==> src/rtl/iprt_pkg.sv <==
`default_nettype none

package iprt_pkg;

  // Default table depth
  localparam int unsigned ROUTE_ENTRIES_DEF = 16;

  // Field widths
  localparam int unsigned ADDR_W  = 32;
  localparam int unsigned IFACE_W = 8;
  localparam int unsigned ENTRY_W = 2 * ADDR_W + IFACE_W;

  // Item kinds
  typedef enum logic {
    KIND_ADD    = 1'b0,
    KIND_LOOKUP = 1'b1
  } kind_t;

  // Result status codes
  typedef enum logic [1:0] {
    STS_OK      = 2'd0,
    STS_FULL    = 2'd1,
    STS_NOMATCH = 2'd2
  } status_t;

  // Controller to datapath commands
  typedef struct packed {
    logic accept;
    logic rd_en;
    logic out_load;
  } iprt_cmd_t;

  // Datapath to controller status
  typedef struct packed {
    logic empty;
    logic scan_last;
    logic out_busy;
  } iprt_sts_t;

endpackage

`default_nettype wire

==> src/rtl/iprt_if.sv <==
`default_nettype none

// Request channel: one add or lookup item per transfer
interface iprt_req_if;
  logic        valid;
  logic        ready;
  logic        kind;
  logic [31:0] route_prefix;
  logic [31:0] route_mask;
  logic [7:0]  route_iface;
  logic [31:0] lookup_addr;

  modport source (
    output valid, kind, route_prefix, route_mask, route_iface, lookup_addr,
    input  ready
  );
  modport sink (
    input  valid, kind, route_prefix, route_mask, route_iface, lookup_addr,
    output ready
  );
endinterface

// Result channel: one status and interface index per transfer
interface iprt_rsp_if;
  logic       valid;
  logic       ready;
  logic [1:0] status;
  logic [7:0] out_iface;

  modport source (
    output valid, status, out_iface,
    input  ready
  );
  modport sink (
    input  valid, status, out_iface,
    output ready
  );
endinterface

`default_nettype wire

==> src/rtl/iprt_ram.sv <==
`default_nettype none

module iprt_ram #(
  parameter int unsigned WIDTH = 8,
  parameter int unsigned DEPTH = 16,
  localparam int unsigned AW = (DEPTH > 1) ? $clog2(DEPTH) : 1
) (
  input  wire logic             clk,
  input  wire logic             wr_en,
  input  wire logic [AW-1:0]    wr_addr,
  input  wire logic [WIDTH-1:0] wr_data,
  input  wire logic             rd_en,
  input  wire logic [AW-1:0]    rd_addr,
  output logic      [WIDTH-1:0] rd_data
);

  logic [WIDTH-1:0] mem [DEPTH];
  logic [WIDTH-1:0] rd_data_r;

  // Write port
  always_ff @(posedge clk) begin
    if (wr_en) begin
      mem[wr_addr] <= wr_data;
    end
  end

  // Registered read port
  always_ff @(posedge clk) begin
    if (rd_en) begin
      rd_data_r <= mem[rd_addr];
    end
  end

  assign rd_data = rd_data_r;

endmodule

`default_nettype wire

==> src/rtl/iprt_ctrl.sv <==
`default_nettype none

module iprt_ctrl
  import iprt_pkg::*;
(
  input  wire logic      clk,
  input  wire logic      rst_n,
  input  wire logic      in_valid,
  input  wire logic      in_kind,
  output logic           in_ready,
  input  wire iprt_sts_t sts,
  output iprt_cmd_t      cmd
);

  typedef enum logic [3:0] {
    S_IDLE  = 4'b0001,
    S_SCAN  = 4'b0010,
    S_DRAIN = 4'b0100,
    S_DONE  = 4'b1000
  } state_t;

  state_t state_r, state_nxt;

  // Advance state
  always_ff @(posedge clk) begin
    if (!rst_n) begin
      state_r <= S_IDLE;
    end else begin
      state_r <= state_nxt;
    end
  end

  // Sequence one item: take it, scan the table if needed, hand on the result
  always_comb begin
    state_nxt    = state_r;
    in_ready     = 1'b0;
    cmd.accept   = 1'b0;
    cmd.rd_en    = 1'b0;
    cmd.out_load = 1'b0;
    case (state_r)
      S_IDLE: begin
        in_ready = 1'b1;
        if (in_valid) begin
          cmd.accept = 1'b1;
          if (kind_t'(in_kind) == KIND_LOOKUP && !sts.empty) begin
            state_nxt = S_SCAN;
          end else begin
            state_nxt = S_DONE;
          end
        end
      end
      S_SCAN: begin
        cmd.rd_en = 1'b1;
        if (sts.scan_last) begin
          state_nxt = S_DRAIN;
        end
      end
      S_DRAIN: begin
        state_nxt = S_DONE;
      end
      S_DONE: begin
        if (!sts.out_busy) begin
          cmd.out_load = 1'b1;
          state_nxt    = S_IDLE;
        end
      end
      default: begin
        state_nxt = S_IDLE;
      end
    endcase
  end

endmodule

`default_nettype wire

==> src/rtl/iprt_dp.sv <==
`default_nettype none

module iprt_dp
  import iprt_pkg::*;
#(
  parameter int unsigned ROUTE_ENTRIES = ROUTE_ENTRIES_DEF
) (
  input  wire logic               clk,
  input  wire logic               rst_n,
  input  wire iprt_cmd_t          cmd,
  output iprt_sts_t               sts,
  input  wire logic               in_kind,
  input  wire logic [ADDR_W-1:0]  in_route_prefix,
  input  wire logic [ADDR_W-1:0]  in_route_mask,
  input  wire logic [IFACE_W-1:0] in_route_iface,
  input  wire logic [ADDR_W-1:0]  in_lookup_addr,
  input  wire logic               out_ready,
  output logic                    out_valid,
  output logic [1:0]              out_status,
  output logic [IFACE_W-1:0]      out_iface
);

  localparam int unsigned AW = (ROUTE_ENTRIES > 1) ? $clog2(ROUTE_ENTRIES) : 1;
  localparam int unsigned CW = $clog2(ROUTE_ENTRIES + 1);

  logic [CW-1:0]      count_r;
  logic [AW-1:0]      idx_r;
  logic               kind_r;
  logic [ADDR_W-1:0]  addr_r;
  logic [1:0]         add_status_r;
  logic               cmp_vld_r;
  logic               found_r;
  logic [ADDR_W-1:0]  top_mask_r;
  logic [IFACE_W-1:0] best_iface_r;
  logic               out_valid_r;
  logic [1:0]         out_status_r;
  logic [IFACE_W-1:0] out_iface_r;

  logic               full;
  logic               add_wr;
  logic [ENTRY_W-1:0] wr_data;
  logic [ENTRY_W-1:0] rd_data;
  logic [ADDR_W-1:0]  ent_prefix;
  logic [ADDR_W-1:0]  ent_mask;
  logic [IFACE_W-1:0] ent_iface;
  logic               hit;

  assign full    = (count_r == CW'(ROUTE_ENTRIES));
  assign add_wr  = cmd.accept && (kind_t'(in_kind) == KIND_ADD) && !full;
  assign wr_data = {in_route_prefix, in_route_mask, in_route_iface};

  iprt_ram #(
    .WIDTH (ENTRY_W),
    .DEPTH (ROUTE_ENTRIES)
  ) u_ram (
    .clk     (clk),
    .wr_en   (add_wr),
    .wr_addr (count_r[AW-1:0]),
    .wr_data (wr_data),
    .rd_en   (cmd.rd_en),
    .rd_addr (idx_r),
    .rd_data (rd_data)
  );

  assign ent_prefix = rd_data[ENTRY_W-1 -: ADDR_W];
  assign ent_mask   = rd_data[IFACE_W +: ADDR_W];
  assign ent_iface  = rd_data[IFACE_W-1:0];

  // Later entries win ties, so the compare takes equal masks
  assign hit = ((addr_r & ent_mask) == ent_prefix) && (ent_mask >= top_mask_r);

  // Fill count
  always_ff @(posedge clk) begin
    if (!rst_n) begin
      count_r <= '0;
    end else if (add_wr) begin
      count_r <= count_r + CW'(1);
    end
  end

  // Latch the item and its add status
  always_ff @(posedge clk) begin
    if (cmd.accept) begin
      kind_r       <= in_kind;
      addr_r       <= in_lookup_addr;
      add_status_r <= full ? STS_FULL : STS_OK;
    end
  end

  // Walk the filled entries, one read a cycle
  always_ff @(posedge clk) begin
    if (!rst_n) begin
      idx_r     <= '0;
      cmp_vld_r <= 1'b0;
      found_r   <= 1'b0;
    end else begin
      cmp_vld_r <= cmd.rd_en;
      if (cmd.accept) begin
        idx_r   <= '0;
        found_r <= 1'b0;
      end else begin
        if (cmd.rd_en) begin
          idx_r <= idx_r + AW'(1);
        end
        if (cmp_vld_r && hit) begin
          found_r <= 1'b1;
        end
      end
    end
  end

  // Keep the best match so far
  always_ff @(posedge clk) begin
    if (cmd.accept) begin
      top_mask_r   <= '0;
      best_iface_r <= '0;
    end else if (cmp_vld_r && hit) begin
      top_mask_r   <= ent_mask;
      best_iface_r <= ent_iface;
    end
  end

  // Output register: hold until transfer
  always_ff @(posedge clk) begin
    if (!rst_n) begin
      out_valid_r <= 1'b0;
    end else if (cmd.out_load) begin
      out_valid_r <= 1'b1;
    end else if (out_ready) begin
      out_valid_r <= 1'b0;
    end
  end

  always_ff @(posedge clk) begin
    if (cmd.out_load) begin
      if (kind_t'(kind_r) == KIND_ADD) begin
        out_status_r <= add_status_r;
        out_iface_r  <= '0;
      end else if (found_r) begin
        out_status_r <= STS_OK;
        out_iface_r  <= best_iface_r;
      end else begin
        out_status_r <= STS_NOMATCH;
        out_iface_r  <= '0;
      end
    end
  end

  assign out_valid  = out_valid_r;
  assign out_status = out_status_r;
  assign out_iface  = out_iface_r;

  assign sts.empty     = (count_r == '0);
  assign sts.scan_last = ((CW'(idx_r) + CW'(1)) == count_r);
  assign sts.out_busy  = out_valid_r && !out_ready;

`ifndef SYNTH
  a_count_bound: assert property (@(posedge clk) disable iff (!rst_n)
    count_r <= CW'(ROUTE_ENTRIES))
    else $error("route count beyond table depth");

  a_read_filled: assert property (@(posedge clk) disable iff (!rst_n)
    cmd.rd_en |-> (CW'(idx_r) < count_r))
    else $error("scan reads an unfilled entry");

  a_add_grows: assert property (@(posedge clk) disable iff (!rst_n)
    add_wr |=> (count_r == $past(count_r) + CW'(1)))
    else $error("accepted add did not grow the table");

  a_load_shows: assert property (@(posedge clk) disable iff (!rst_n)
    cmd.out_load |=> out_valid_r)
    else $error("loaded result not presented");
`endif

endmodule

`default_nettype wire

==> src/rtl/ipv4_route_table_prefix_match_unit.sv <==
`default_nettype none

// IPv4 route table with longest-mask lookup.
// in_ch carries one item per transfer: kind 0 appends a route (prefix, mask,
// interface) or reports full; kind 1 resolves lookup_addr against filled routes.
// out_ch returns exactly one status and interface index per item, in order.
// An add, or a lookup on an empty table, goes from idle straight to done; a
// lookup over filled routes passes idle, scan, drain and done, the scan paced
// by the single read port of the route RAM, one entry per cycle.
// The block takes one item at a time; in_ch.ready is high only between
// items, while the controller is idle.
// A finished result sits in the output register until transfer; the next
// item is taken meanwhile and its result waits until the register frees.
// Reset (rst_n low, synchronous) empties the table and drops any result;
// the route RAM itself is not cleared, as only filled entries are read.

module ipv4_route_table_prefix_match_unit
  import iprt_pkg::*;
#(
  parameter int unsigned ROUTE_ENTRIES = ROUTE_ENTRIES_DEF
) (
  input wire logic     clk,
  input wire logic     rst_n,
  iprt_req_if.sink     in_ch,
  iprt_rsp_if.source   out_ch
);

  iprt_cmd_t cmd;
  iprt_sts_t sts;

  iprt_ctrl u_ctrl (
    .clk      (clk),
    .rst_n    (rst_n),
    .in_valid (in_ch.valid),
    .in_kind  (in_ch.kind),
    .in_ready (in_ch.ready),
    .sts      (sts),
    .cmd      (cmd)
  );

  iprt_dp #(
    .ROUTE_ENTRIES (ROUTE_ENTRIES)
  ) u_dp (
    .clk             (clk),
    .rst_n           (rst_n),
    .cmd             (cmd),
    .sts             (sts),
    .in_kind         (in_ch.kind),
    .in_route_prefix (in_ch.route_prefix),
    .in_route_mask   (in_ch.route_mask),
    .in_route_iface  (in_ch.route_iface),
    .in_lookup_addr  (in_ch.lookup_addr),
    .out_ready       (out_ch.ready),
    .out_valid       (out_ch.valid),
    .out_status      (out_ch.status),
    .out_iface       (out_ch.out_iface)
  );

endmodule

`default_nettype wire
==> src/flat_wrapper.sv <==
// flat-port wrapper written by rule: the top's interface ports become plain ports
module ipv4_route_table_prefix_match_unit_flat import iprt_pkg::*;
#(
  parameter int unsigned ROUTE_ENTRIES = ROUTE_ENTRIES_DEF
)
  (clk, rst_n, in_ch_valid, in_ch_kind, in_ch_route_prefix, in_ch_route_mask, in_ch_route_iface, in_ch_lookup_addr, in_ch_ready, out_ch_valid, out_ch_status, out_ch_out_iface, out_ch_ready);
  iprt_req_if in_ch_i ();
  iprt_rsp_if out_ch_i ();
  input wire logic clk;
  input wire logic rst_n;
  input wire logic [$bits(in_ch_i.valid)-1:0] in_ch_valid;
  input wire logic [$bits(in_ch_i.kind)-1:0] in_ch_kind;
  input wire logic [$bits(in_ch_i.route_prefix)-1:0] in_ch_route_prefix;
  input wire logic [$bits(in_ch_i.route_mask)-1:0] in_ch_route_mask;
  input wire logic [$bits(in_ch_i.route_iface)-1:0] in_ch_route_iface;
  input wire logic [$bits(in_ch_i.lookup_addr)-1:0] in_ch_lookup_addr;
  output wire logic [$bits(in_ch_i.ready)-1:0] in_ch_ready;
  output wire logic [$bits(out_ch_i.valid)-1:0] out_ch_valid;
  output wire logic [$bits(out_ch_i.status)-1:0] out_ch_status;
  output wire logic [$bits(out_ch_i.out_iface)-1:0] out_ch_out_iface;
  input wire logic [$bits(out_ch_i.ready)-1:0] out_ch_ready;
  assign in_ch_i.valid = in_ch_valid;
  assign in_ch_i.kind = in_ch_kind;
  assign in_ch_i.route_prefix = in_ch_route_prefix;
  assign in_ch_i.route_mask = in_ch_route_mask;
  assign in_ch_i.route_iface = in_ch_route_iface;
  assign in_ch_i.lookup_addr = in_ch_lookup_addr;
  assign in_ch_ready = in_ch_i.ready;
  assign out_ch_valid = out_ch_i.valid;
  assign out_ch_status = out_ch_i.status;
  assign out_ch_out_iface = out_ch_i.out_iface;
  assign out_ch_i.ready = out_ch_ready;
  ipv4_route_table_prefix_match_unit #(.ROUTE_ENTRIES(ROUTE_ENTRIES)) u_core (.clk(clk), .rst_n(rst_n), .in_ch(in_ch_i), .out_ch(out_ch_i));
endmodule
==> config.mk <==
export PLATFORM = sky130hd
export DESIGN_NAME = ipv4_route_table_prefix_match_unit_flat
export DESIGN_NICKNAME = d
export VERILOG_FILES = /design/src/rtl/iprt_pkg.sv /design/src/rtl/iprt_if.sv /design/src/rtl/iprt_ram.sv /design/src/rtl/iprt_ctrl.sv /design/src/rtl/iprt_dp.sv /design/src/rtl/ipv4_route_table_prefix_match_unit.sv /design/src/flat_wrapper.sv
export SDC_FILE = /design/constraint.sdc
export NUM_CORES = 1
export LEC_CHECK = 0
export BUFFER_PORTS_ARGS = -buffer_cell sky130_fd_sc_hd__buf_2
export CORE_MARGIN = 2
export CORE_UTILIZATION = 54
export DETAILED_ROUTE_END_ITERATION = 12
export PLACE_DENSITY = 0.72
export SYNTH_ARGS = -nofsm -noshare
export SYNTH_HDL_FRONTEND = slang
export SYNTH_SLANG_ARGS = --single-unit
export TNS_END_PERCENT = 5
==> constraint.sdc <==
create_clock -name clk -period 6.7 [get_ports clk]
set_clock_uncertainty 0.1 [all_clocks]
set_input_delay 0 -clock clk [delete_from_list [all_inputs] [get_ports clk]]
set_output_delay 0 -clock clk [all_outputs]
set_load 0.01 [all_outputs]
# Yosys cells after proc, flatten, opt, wreduce, memory -nomap -nowiden
# Memory sizes are Yosys's and may differ from the RTL's. A register that Yosys moved wholly into a read port is not among the register bits.
# Index checks and enable logic that the tools add are counted.
[totals]
latchBits = 0
mem_bits_rw = 1152
elab_cells = 63
rom_bits = 0
ff_bits = 101
mem_count = 1
[classes]
n_mux = 18
div_mod_pow = 0
n_reduce_logical = 14
addsub = 3
bitwise_logic = 3
n_shift = 0
eq_ne = 10
mul = 0
order_cmp = 1
[memory_table]
columns = ["name", "depth", "width", "rd", "rd_clocked_by_memory_dff", "wr", "line", "text"]
rows = [
  ["u_core.u_dp.u_ram.mem", 16, 72, 1, 1, 1, "iprt_ram.sv:17", "logic [WIDTH-1:0] mem [DEPTH];"],
]
[ops]
columns = ["op", "n"]
rows = [
  ["32-bit bitwise AND", 1],
  ["32-bit == test", 1],
  ["32-bit >= comparator", 1],
  ["4-bit 2-to-1 mux", 4],
  ["4-bit case mux with 4 select lines", 1],
  ["1-bit 2-to-1 mux", 11],
  ["1-bit logical AND", 6],
  ["4-bit by 1-bit adder with 5-bit output (second input constant)", 1],
  ["5-bit by 1-bit adder with 5-bit output (second input constant)", 1],
  ["5-bit == test", 1],
  ["5-bit == test (second input constant)", 1],
  ["5-bit logical NOT", 1],
  ["4-bit by 1-bit adder with 4-bit output (second input constant)", 1],
  ["4-bit by 1-bit == test with 1-bit output (second input constant)", 1],
  ["4-bit by 2-bit == test with 1-bit output (second input constant)", 1],
  ["4-bit by 3-bit == test with 1-bit output (second input constant)", 1],
  ["4-bit == test (second input constant)", 1],
  ["2-bit 2-to-1 mux", 2],
  ["2-bit != test (second input constant)", 2],
  ["1-bit logical NOT", 3],
  ["3-bit AND reduction", 1],
  ["2-bit by 1-bit != test with 1-bit output (second input constant)", 1],
  ["1-bit inverter", 2],
  ["2-bit AND reduction", 1],
  ["2 further kinds", 2],
]

# Logic depth before layout (Yosys ltp)
[logic_depth]
ltp_word = 6
ltp_mapped = 9
ltp_nobuf = 8

# Hierarchy
# Synthesis repeated with hierarchy kept, for this count alone.
[unflattened]
hier_cells = 2318
hier_area_um2 = 50284.5
[modules_own_cells]
columns = ["module", "area_each_um2", "cells_each", "instances", "seq_area_each_um2"]
rows = [
  ["iprt_ram", 45270.9, 1850, 1, 36755.3],
  ["iprt_dp", 4752.1, 436, 1, 2362.3],
  ["iprt_ctrl", 261.5, 32, 1, 80.1],
]

# Worst setup path after synthesis
# No wires, ideal clock.
[synth_timing]
path_kind = "register to register"
start = "register u_core.u_ctrl.state_r[2]"
end = "memory u_core.u_dp.u_ram.mem[3][0] (netlist bit) (enable)"
path_stages_with_launch = 7
slack_ns = -0.434
required_time_ns = 6.010
synth_period_minus_slack_ns = 7.134
n_path_buf = 2
t_arrival_ns = 6.443
path_cell_list = "dfxtp_1 > clkbuf_1 > nor4b_2 > nor4bb_1 > buf_2 > nand2_1 > nor3_1"
[synth_between]
elab_chain_len = 6
[synth_rtl]
columns = ["element", "line", "text"]
rows = [
  ["from (decl)", "iprt_ctrl.sv:22", "state_t state_r, state_nxt;"],
  ["from (signal assigned)", "iprt_ctrl.sv:29", "state_r <= state_nxt;"],
  ["4-bit by 1-bit == test with 1-bit output", "iprt_ctrl.sv:40", "case (state_r)"],
  ["1-bit 2-to-1 mux", "iprt_ctrl.sv:40", ""],
  ["1-bit logical AND (2 in series)", "iprt_dp.sv:49", "assign add_wr = cmd.accept && (kind_t'(in_kind) == KIND_ADD) && !full;"],
  ["1-bit 2-to-1 mux", "iprt_ram.sv:22", "if (wr_en) begin"],
  ["1-bit 2-to-1 mux (not written as such)", "iprt_ram.sv:23", "mem[wr_addr] <= wr_data;"],
  ["to (decl)", "iprt_ram.sv:17", ""],
]
# No other way between the ends.

# Worst setup path after layout
[layout_timing]
start = "register u_core.u_dp.count_r[0]"
end = "memory u_core.u_dp.u_ram.mem[8][43] (netlist bit) (enable)"
[layout_between]
elab_chain_len = 5
[layout_rtl]
columns = ["element", "line", "text"]
rows = [
  ["from (decl)", "iprt_dp.sv:26", "logic [CW-1:0] count_r;"],
  ["from (signal assigned)", "iprt_dp.sv:77", "count_r <= count_r + CW'(1);"],
  ["5-bit == test", "iprt_dp.sv:48", "assign full = (count_r == CW'(ROUTE_ENTRIES));"],
  ["via u_core.u_dp.full", "iprt_dp.sv:39", "logic full;"],
  ["1-bit logical NOT", "iprt_dp.sv:49", ""],
  ["1-bit logical AND", "iprt_dp.sv:49", ""],
  ["1-bit 2-to-1 mux", "iprt_ram.sv:22", ""],
  ["1-bit 2-to-1 mux (not written as such)", "iprt_ram.sv:23", ""],
]
# The timed path passes the listed nets, and every way through them passes these cells.

==> results by group <==
Synthesis
  – Netlist cell types: 52
  – Register bit total from synthesis: 1324
  – Ys Warns: 0
  – Top FF cell, synth: edfxtp_1
  – Ys async rst share: 0
  – Syn Nets: 2353
  – Mapped Cells: 2207
  – EDFF count, synth: 1268
  – Synth Area per Inst: 22.88 sq um
  – Mapped cell area: 0.05049 sq mm
  – Sequential fraction of the synthesis area: 0.7763

Pwr
  – Peak supply drop: 0.2115 mV
  – Int Pwr: 13.29 mW
  – Power share of the clock group: 0.425
  – Switch share: 0.2017
  – Pleak: 18.14 nW
  – Sequential Power Share: 0.551
  – Pwr dens: 285.0 mW/mm^2
  – NetSw: 3.356 mW
  – Combinational fraction of design power: 0.024

Worst setup path
  – Crit-path max cell delay: 1.10 ns
  – Buf/Inv on CP: 2
  – Crit Path Max Fanout: 29
  – Crit Path Category: flip-flop to flip-flop
  – Worst Setup SP: u_core.u_dp.count_r[0]$_SDFFE_PN0P_
  – CP arrival: 4.86 ns
  – Worst reg2reg path startpoint: u_core.u_dp.count_r[0]$_SDFFE_PN0P_
  – Critical Path Slowest Stage Cell: nor4bb_1
  – CP required: 6.96 ns
  – Most frequent CP cell: nor4bb_1
  – CP cell instances: inv_1, ha_1, nor4bb_1, nor4bb_1, nand2_1, nor2_4, buf_4
  – Startpoint types: flip-flop
  – Delay-heaviest family, CP: simple AND/OR/NAND/NOR gates
  – CP endpoint kind: flip-flop

Floorplanning
  – I/O pins: 121
  – Die H: 309.8 microns
  – CORE AREA: 0.09305 sq mm
  – Initial core utilization: 0.5426
  – Die X: 309.8 microns
  – Die area: 0.09596 sq mm
  – Std-Cell Rows: 112

Clock tree
  – Worst skew pair latency: 0.74 ns
  – Clock sink total: 1324
  – Reg clk slew, reported paths: 0.07 ns
  – Post-CTS sizing: 0
  – Postcts setup bufs: 0
  – CTS Root Cell: clkbuf_16
  – H-tree depth: 4
  – Max Buffers Root-to-Sink: 3
  – CTS tree: built
  – Num CTS Buffers: 133
  – # hold bufs at CTS: 144

Layout
  – Final Util: 0.6275
  – Filler cell count: 6177
  – Sequential cell area: 0.03921 sq mm
  – Nets: 2689
  – Final instance area: 0.05839 sq mm
  – Area delta synth->final: 15.65%
  – Share of layout cells above drive strength 1: 0.2760
  – Multi-input logic area: 0.01086 sq mm

Hold path
  – Hold WC Path Type: input pin to flip-flop
  – Hold Startpoint: rst_n

Job
  – Max-cap violation count: 0

Global route
  – Largest net degree at the start of global routing: 116
  – Vias in the first global route: 24590
  – Gr usage total: 0.2367
  – Grt total ovfl: 0
  – Met3 Use GR: 0.05390
  – GR peak layer: met2
  – Met1 Use GR: 0.3335
  – Initial antenna violation count: 11
  – Met2 GRT Util: 0.3747
  – Global-route wire length before repair: 162600 microns

Timing
  – Max-slew violation count: 0
  – Peak Freq: 217.4 MHz
  – Slew HR: 0.1249
  – Final setup viols: 0
  – Final Critical Period: 4.600 ns
  – Final cycle utilization of the critical path: 0.6866
  – Worst slew pin tran: 1.295 ns
  – RSZ-0062 raised after global routing: false
  – Fin. Hold Viols: 0

Routing
  – WL per Instance: 28.38 microns
  – Wirelength, routed: 110600 microns
  – Residual DRC: 0
  – Post-route ant nets: 0
  – Initial DRC count: 2761
  – Vias: 23940
  – DRT Pass-1 Iters: 5
  – DR vias/cell: 6.144

Placement
  – Gpl congestion: 0.8095
  – Post-DP Area: 0.05280 sq mm
  – IO buf count: 120
  – HPWL after DPL: 60270 microns

Status
  – Outcome: finished clean
state kept, by name (all words and copies together), names as in the netlist:
name / cells
u_core.u_dp.u_ram.mem: 1152
u_core.u_dp.u_ram.rd_data: 72
u_core.u_dp.addr_r: 32
u_core.u_dp.top_mask_r: 32
u_core.u_dp.best_iface_r: 8
u_core.u_dp.out_iface: 8
u_core.u_dp.count_r: 5
u_core.u_ctrl.state_r: 4
u_core.u_dp.idx_r: 4
u_core.u_dp.out_status: 2
u_core.u_dp.add_status_r: 1
u_core.u_dp.cmp_vld_r: 1
u_core.u_dp.found_r: 1
u_core.u_dp.kind_r: 1
u_core.u_dp.out_valid: 1
per-layer routing:
layer / routed length, microns / up-vias
met3: 9189 / 182
li1: - / 9937
met5: 87 / -
met4: 2874 / 12
met1: 44230 / 12740
met2: 54180 / 1071
cell usage in the layout, fill, tap and decap left out, types with 37 or more instances in the layout:
cell and count:
nand2_1 102, mux4_2 360, buf_2 120, dfxtp_1 52
mux2i_1 41, dlygate4sd3_1 144, edfxtp_1 1268, ha_1 37
inv_1 37, clkbuf_16 133
Yosys cell counts (5+ instances only):
cell type	number	area share
edfxtp_1	1268	0.75
mux4_2	360	0.16
nand2_1	103	0.0077
clkbuf_1	63	0.0047
dfxtp_1	56	0.022
mux2i_1	41	0.0081
inv_1	38	0.0028
ha_1	37	0.0092
buf_1	24	0.0018
a21oi_1	23	0.0023
and3_1	22	0.0027
nor2_1	21	0.0016
xnor2_1	13	0.0023
nand3_1	12	0.0012
buf_2	10	0.00099
nand4_1	10	0.0012
nor2b_1	9	0.0011
a21boi_0	8	0.0012
a21o_1	8	0.0012
and3b_1	8	0.0014
o21ai_0	8	0.00079
xor2_1	8	0.0014
and2_1	6	0.00074
o22a_1	6	0.0010
a211oi_1	5	0.00074
nor3_1	5	0.00050
kinds of logic after synthesis:
kind of cell	synth area share
compound gates	0.009938
xor+xnor	0.003643
fa+ha+maj	0.009169
buf+inv	0.01118
flops	0.7763
mux	0.1687
simple gates	0.02101
power by group through the flow:
stage / clock [mW] / combinational, mW / sequential [mW]
2_1_floorplan: 0 / 0.137 / 9.33
3_3_place_gp: 0 / 0.315 / 9.33
3_5_place_dp: 0 / 0.335 / 9.33
4_1_cts: 7.17 / 0.407 / 9.16
5_1_grt: 7.49 / 0.438 / 9.16
6_report: 7.07 / 0.406 / 9.16
path summary, 6_finish.rpt:
path              cells after the start  slack [ns]                                     end
hold reg to reg                       2        0.35  u_core.u_dp.top_mask_r[7]$_SDFFE_PP0P_
hold / removal                        4        0.06   u_core.u_ctrl.state_r[1]$_SDFFE_PN0P_
setup reg to reg                      7        2.10  u_core.u_dp.u_ram.mem[8][43]$_DFFE_PP_
setup / recovery                      7        2.10  u_core.u_dp.u_ram.mem[8][43]$_DFFE_PP_
tightest hold or removal path, delay by kind of cell:
kind / cells / cell delay [ns]
simple gates: 1 / 0.09
buf+inv: 2 / 0.72
compound gates: 1 / 0.05
through the flow:
stage / setup TNS (ns) / cells / hold slack [ns] / setup slack, ns / total power [mW]
6_report: 0 / 3896 / 0.05652 / 2.100 / 16.64
5_1_grt: 0 / 3895 / 0.04372 / 1.927 / 17.09
4_1_cts: 0 / 3895 / 0.004823 / 2.190 / 16.74
3_5_place_dp: 0 / 3518 / 0.07900 / 2.223 / 9.670
3_3_place_gp: 0 / 3518 / 0.09026 / 2.426 / 9.646
2_1_floorplan: -86.07 / 2207 / -0.001131 / -0.3985 / 9.470
cell type report:
type / count / share of cell area
Sequential cell: 1324 / 0.6716
Multi-Input combinational cell: 744 / 0.1859
Clock buffer: 168 / 0.05976
Timing Repair Buffer: 302 / 0.04221
Tap cell: 1254 / 0.02687
Clock inverter: 65 / 0.01121
Inverter: 38 / 0.002443
Antenna cell: 1 / 0.00004286
No activity file was read; power rests on OpenSTA's default activity.
